--- config.mk ---
export PLATFORM = sky130hd
export DESIGN_NAME = rrc_cordic
export DESIGN_NICKNAME = d
export VERILOG_FILES = /design/src/rtl/core/rrc_pkg.sv /design/src/rtl/core/rrc_cordic.sv
export SDC_FILE = /design/constraint.sdc
export NUM_CORES = 2
export LEC_CHECK = 0
export BUFFER_PORTS_ARGS = -buffer_cell sky130_fd_sc_hd__buf_2
export CORE_MARGIN = 3
export CORE_UTILIZATION = 60
export DETAILED_ROUTE_END_ITERATION = 10
export PLACE_DENSITY = 0.77
export SKIP_LAST_GASP = 1
export SLEW_MARGIN = 20
export SYNTH_ARGS = -nofsm -noshare
export SYNTH_HDL_FRONTEND = slang
export SYNTH_SLANG_ARGS = --single-unit
--- constraint.sdc ---
create_clock -name clk_i -period 4.9 [get_ports clk_i]
set_input_delay 0.98 -clock clk_i [delete_from_list [all_inputs] [get_ports clk_i]]
set_output_delay 0.98 -clock clk_i [all_outputs]
set_load 0.05 [all_outputs]
--- src/rtl/core/rrc_pkg.sv ---
// package for the rotated rectangle corner block: trig constants and arctangent table
`default_nettype none
package rrc_pkg;
  localparam int AngleW = 17;
  localparam logic [AngleW-1:0] AngleFull = 17'd92160;
  localparam logic [AngleW-1:0] AngleQuarter = 17'd23040;
  localparam int TrigW = 19;
  localparam int ZW = 28;
  localparam int TableLen = 24;
  localparam logic signed [TrigW-1:0] CordicGain = 19'sd39797;
  localparam logic signed [TrigW-1:0] TrigOne = 19'sd65536;

  function automatic logic signed [ZW-1:0] atan_lookup(input int idx);
    logic signed [ZW-1:0] v;
    case (idx)
      0: v = 28'sd47185920;
      1: v = 28'sd27855475;
      2: v = 28'sd14718068;
      3: v = 28'sd7471121;
      4: v = 28'sd3750058;
      5: v = 28'sd1876857;
      6: v = 28'sd938658;
      7: v = 28'sd469357;
      8: v = 28'sd234682;
      9: v = 28'sd117342;
      10: v = 28'sd58671;
      11: v = 28'sd29335;
      12: v = 28'sd14668;
      13: v = 28'sd7334;
      14: v = 28'sd3667;
      15: v = 28'sd1833;
      16: v = 28'sd917;
      17: v = 28'sd458;
      18: v = 28'sd229;
      19: v = 28'sd115;
      20: v = 28'sd57;
      21: v = 28'sd29;
      22: v = 28'sd14;
      23: v = 28'sd7;
      default: v = '0;
    endcase
    return v;
  endfunction
endpackage
`default_nettype wire

--- src/rtl/core/rrc_cordic.sv ---
// pipelined rotation-mode cordic producing clamped cosine and sine in q1.16
`default_nettype none
module rrc_cordic #(
  parameter int TRIG_ITERATIONS = 16,
  parameter int PW = 98
) (
  input  wire                                  clk_i,
  input  wire                                  rst_ni,
  input  wire                                  en_i,
  input  wire                                  valid_i,
  input  wire [rrc_pkg::AngleW-1:0]            angle_i,
  input  wire [PW-1:0]                         pass_i,
  output logic                                 valid_o,
  output logic signed [rrc_pkg::TrigW-1:0]     cos_o,
  output logic signed [rrc_pkg::TrigW-1:0]     sin_o,
  output logic [PW-1:0]                        pass_o
);
  localparam int N = (TRIG_ITERATIONS < rrc_pkg::TableLen) ? TRIG_ITERATIONS
                                                           : rrc_pkg::TableLen;
  localparam int TW = rrc_pkg::TrigW;
  localparam int ZW = rrc_pkg::ZW;

  // stage 0: angle reduction and quadrant split
  logic              v0_q;
  logic [1:0]        q0_q;
  logic signed [ZW-1:0] z0_q;
  logic [PW-1:0]     p0_q;
  logic [rrc_pkg::AngleW-1:0] red_a, rem_a;
  logic [1:0]        quad;

  always_comb begin
    red_a = (angle_i >= rrc_pkg::AngleFull) ? angle_i - rrc_pkg::AngleFull : angle_i;
    quad = 2'd0;
    rem_a = red_a;
    if (red_a >= 3 * rrc_pkg::AngleQuarter) begin
      quad = 2'd3; rem_a = red_a - 17'(3 * rrc_pkg::AngleQuarter);
    end else if (red_a >= 2 * rrc_pkg::AngleQuarter) begin
      quad = 2'd2; rem_a = red_a - 17'(2 * rrc_pkg::AngleQuarter);
    end else if (red_a >= rrc_pkg::AngleQuarter) begin
      quad = 2'd1; rem_a = red_a - rrc_pkg::AngleQuarter;
    end
  end

  always_ff @(posedge clk_i or negedge rst_ni) begin
    if (!rst_ni) begin
      v0_q <= 1'b0;
    end else if (en_i) begin
      v0_q <= valid_i;
    end
  end
  always_ff @(posedge clk_i) begin
    if (en_i) begin
      q0_q <= quad;
      // remainder stays below a quarter turn, so the top bit dropped here is zero
      z0_q <= ZW'({rem_a, 12'd0});
      p0_q <= pass_i;
    end
  end

  // one iteration per stage
  logic              v_q [N+1];
  logic [1:0]        q_q [N+1];
  logic signed [TW-1:0] x_q [N+1];
  logic signed [TW-1:0] y_q [N+1];
  logic signed [ZW-1:0] z_q [N+1];
  logic [PW-1:0]     p_q [N+1];

  always_comb begin
    v_q[0] = v0_q;
    q_q[0] = q0_q;
    x_q[0] = rrc_pkg::CordicGain;
    y_q[0] = '0;
    z_q[0] = z0_q;
    p_q[0] = p0_q;
  end

  for (genvar i = 0; i < N; i++) begin : g_it
    logic signed [TW-1:0] dx, dy;
    assign dx = y_q[i] >>> i;
    assign dy = x_q[i] >>> i;
    always_ff @(posedge clk_i or negedge rst_ni) begin
      if (!rst_ni) begin
        v_q[i+1] <= 1'b0;
      end else if (en_i) begin
        v_q[i+1] <= v_q[i];
      end
    end
    always_ff @(posedge clk_i) begin
      if (en_i) begin
        q_q[i+1] <= q_q[i];
        p_q[i+1] <= p_q[i];
        if (!z_q[i][ZW-1]) begin
          x_q[i+1] <= x_q[i] - dx;
          y_q[i+1] <= y_q[i] + dy;
          z_q[i+1] <= z_q[i] - rrc_pkg::atan_lookup(i);
        end else begin
          x_q[i+1] <= x_q[i] + dx;
          y_q[i+1] <= y_q[i] - dy;
          z_q[i+1] <= z_q[i] + rrc_pkg::atan_lookup(i);
        end
      end
    end
  end

  // quadrant rotation and clamp
  logic signed [TW-1:0] cr, sr;
  always_comb begin
    case (q_q[N])
      2'd0: begin cr = x_q[N];  sr = y_q[N];  end
      2'd1: begin cr = -y_q[N]; sr = x_q[N];  end
      2'd2: begin cr = -x_q[N]; sr = -y_q[N]; end
      default: begin cr = y_q[N]; sr = -x_q[N]; end
    endcase
    if (cr > rrc_pkg::TrigOne) cr = rrc_pkg::TrigOne;
    if (cr < -rrc_pkg::TrigOne) cr = -rrc_pkg::TrigOne;
    if (sr > rrc_pkg::TrigOne) sr = rrc_pkg::TrigOne;
    if (sr < -rrc_pkg::TrigOne) sr = -rrc_pkg::TrigOne;
  end

  always_ff @(posedge clk_i or negedge rst_ni) begin
    if (!rst_ni) begin
      valid_o <= 1'b0;
    end else if (en_i) begin
      valid_o <= v_q[N];
    end
  end
  always_ff @(posedge clk_i) begin
    if (en_i) begin
      cos_o  <= cr;
      sin_o  <= sr;
      pass_o <= p_q[N];
    end
  end

  // cosine and sine stay on the unit range after the clamp
  assert property (@(posedge clk_i) disable iff (!rst_ni)
    valid_o |-> (cos_o <= rrc_pkg::TrigOne && cos_o >= -rrc_pkg::TrigOne))
    else $error("cosine out of range");
  assert property (@(posedge clk_i) disable iff (!rst_ni)
    valid_o |-> (sin_o <= rrc_pkg::TrigOne && sin_o >= -rrc_pkg::TrigOne))
    else $error("sine out of range");
  assert property (@(posedge clk_i) disable iff (!rst_ni)
    !en_i |=> $stable(valid_o))
    else $error("cordic valid moved during stall");
endmodule
`default_nettype wire

==> flow_metrics.env <==
export IMPL_status="completed"
export IMPL_cp_start_kind="flip-flop"
export IMPL_fp_dieArea_mm2=0.222
export IMPL_grt_usage=0.211
export IMPL_cp_depth=13
export IMPL_max_slew_margin=0.294
export IMPL_avgViaCountPerCell=5.72
export IMPL_clock_latency_ps=930
export IMPL_crit_type="reg -> reg"
export IMPL_gr_total_overflow=0
export IMPL_rsz0062_at_grt="no"
export IMPL_syn_inst=9321
export IMPL_crit_required_ps=5550
export IMPL_ys_flop_type="edfxtp_1"
export IMPL_min_path_cells=1
export IMPL_cts_tree="yes"
export IMPL_detail_route_antenna_nets=0
export IMPL_hold_violations=0
export IMPL_crit_slowest_cell="edfxtp_1"
export IMPL_antenna_found_initial=3
export IMPL_yosys_warnings=0
export IMPL_layout_min_cycle_time_ps=4360
export IMPL_io_buffers=255
export IMPL_dp_cells=12400
export IMPL_synth_cell_types=90
export IMPL_cts_root_buf="clkbuf_16"
export IMPL_die_h_um=472
export IMPL_start_util=0.605
export IMPL_final_common_cell="edfxtp_1"
export IMPL_cts_resized=0
export IMPL_htree_levels=5
export IMPL_grt_max_degree=184
export IMPL_cts_buffers=303
export IMPL_final_nets=11000
export IMPL_wl_per_cell_um=18.1
export IMPL_drtIter0Drc=4969
export IMPL_vias=74000
export IMPL_finish_utilization=0.673
export IMPL_post_cts_buffers=0
export IMPL_hold_buffers=1
export IMPL_avgSynthCellArea_um2=14.0
export IMPL_synth_top_area_frac=0.640
export IMPL_io_pins=256
export IMPL_cts_buffer_depth=4
export IMPL_drc=0
export IMPL_firstDrtPassIters=5
export IMPL_synth_seq_cells=2791
export IMPL_cp_max_fo=17
export IMPL_worst_path_buf_inv=2
export IMPL_ys_top_cells_by_area="edfxtp_1 64%, ha_1 9.0%, xnor2_1 4.7%"
export IMPL_worstPathCellList="inv_1 > buf_4 > ha_1 > a21oi_1 > nand2_1 > o21ai_0 > a21oi_1 > nor4_1 > o31ai_1 > o21ai_0 > a211oi_1 > or4_1 > a21oi_1"
export IMPL_grt_first_pass_wirelength_um=381000
export IMPL_drv_slew=0
export IMPL_yosys_area_top_type="edfxtp_1"
export IMPL_final_cell_mix="2,773 x edfxtp_1, 933 x ha_1, 733 x nor2_1"
export IMPL_fp_dieW_um=472
export IMPL_cts_sinks=2791
export IMPL_cpMostUsedCell="a21oi_1"
export IMPL_grt_pass1_vias=74200
export IMPL_ff2ff_path_depth=13
export IMPL_end_kind="flip-flop"
export IMPL_drive_above_1_share=0.0884
export IMPL_fmax_ghz=0.229
export IMPL_n_fill_cell=14800
export IMPL_gp_congestion=0.888
export IMPL_synth_nets=10400
export IMPL_clkTransAtPathRegs_ps=60
export IMPL_tightest_slew_ps=1060
export IMPL_dpl_hpwl_um=161000
export IMPL_final_cells=12900
export IMPL_seq_area_frac_synth=0.644
export IMPL_period_share=0.891
export IMPL_netlist_area_mm2=0.130
export IMPL_synthArstFlopShare=0.00645
export IMPL_synth_edf_count=2773
export IMPL_slowest_delay_ps=530
export IMPL_r2r_slack_ps=540
export IMPL_coreArea_mm2=0.215
export IMPL_area_delta_synth_final_pct=11.3
export IMPL_maxCapViolCount=0
export IMPL_rows=170
export IMPL_drt_wl_total_um=235000
export IMPL_min_path_type="in -> reg"
export IMPL_fin_skew_ps=94.8
export IMPL_setup_violations_final=0
export IMPL_crit_family="compound AO/OA/AOI/OAI gates"
export IMPL_finalSetupTns_ps=0
export IMPL_critPathArrivalTime_ps=5020
## final timing paths
path / from / end
max in group asynchronous: rst_ni / v_q[8]
min in group asynchronous: rst_ni / v_q[3]
setup / recovery: z_q[111] / z_q[83]
setup reg to reg: z_q[111] / z_q[83]
hold / removal: pass_i[56] / p0_q[56]
hold reg to reg: p_q[1493] / p_q[1395]
## worst reg2reg max path: cells and delay by family, from the launching register on
kind	cells	cell delay, ps
adders and majority gates	1	330
and+or+nand+nor	3	1080
DFF	1	530
AOI/OAI and AO/OA	7	1610
buffers and inverters	2	580
## metal layers
metal	wire [um]	part of all wire	up-vias	global-route usage
li1	-	-	36400	-
met1	98600	0.42	35700	0.267
met2	119000	0.51	1557	0.372
met3	9720	0.041	459	0.0336
met4	6860	0.029	4	0.0661
met5	23	0.000098	-	0
## flip-flops by register name, summed over array words and instances, names as in the netlist
name,flops
p_q,1568
z_q,358
g_it.dx,147
g_it.dy,142
x_q,138
y_q,136
p0_q,98
pass_o,98
q_q,32
cos_o,19
sin_o,19
v_q,16
z0_q,16
q0_q,2
v0_q,1
valid_o,1
## cell families (layout without fill, tap and decap cells)
family | after synthesis | count (layout) | share of synthesized area
DFF | 2791 | 2791 | 0.644
xor gates and xnor gates | 981 | 981 | 0.0660
muxes | 110 | 110 | 0.0113
buffers and inverters | 440 | 1226 | 0.0129
adders and majority gates | 979 | 979 | 0.0968
other | 1 | 3 | 0.0000288
AOI/OAI and AO/OA | 1849 | 1849 | 0.0893
and+or+nand+nor | 2170 | 2170 | 0.0801
## synth_stat cells (152+ instances only)
cell and number:
nand2_1 361, xor2_1 287, o21ai_0 379, a21oi_1 632, nor2_1 733, nand3_1 154
xnor2_1 694, nor2b_1 152, edfxtp_1 2773, nor3_1 296, ha_1 933, a21o_1 212
inv_1 347
## stage by stage
step / instance area [um2] / hold slack [ps] / setup slack [ps]
global route: 145000 / 148 / 147
floorplan: 130000 / 400 / 697
detailed placement: 136000 / 405 / 526
global placement: 136000 / 400 / 320
finish: 145000 / 217 / 536
CTS: 145000 / 127 / 597
## final cells by class
type	count	area (um2)	share of cell area
clock buffers	380	8080	0.0558
flip-flops and latches	2791	83700	0.578
well taps	2838	3550	0.0245
multi-input cells	6090	44700	0.309
inverters	352	1320	0.00912
repair buffers	357	2380	0.0165
clock inverters	137	1050	0.00725
diodes	2	5.00	0.0000346
Power is left out: the tool's default activity adds up to more than one toggle a clock period on the data nets, which glitch-free logic cannot reach.
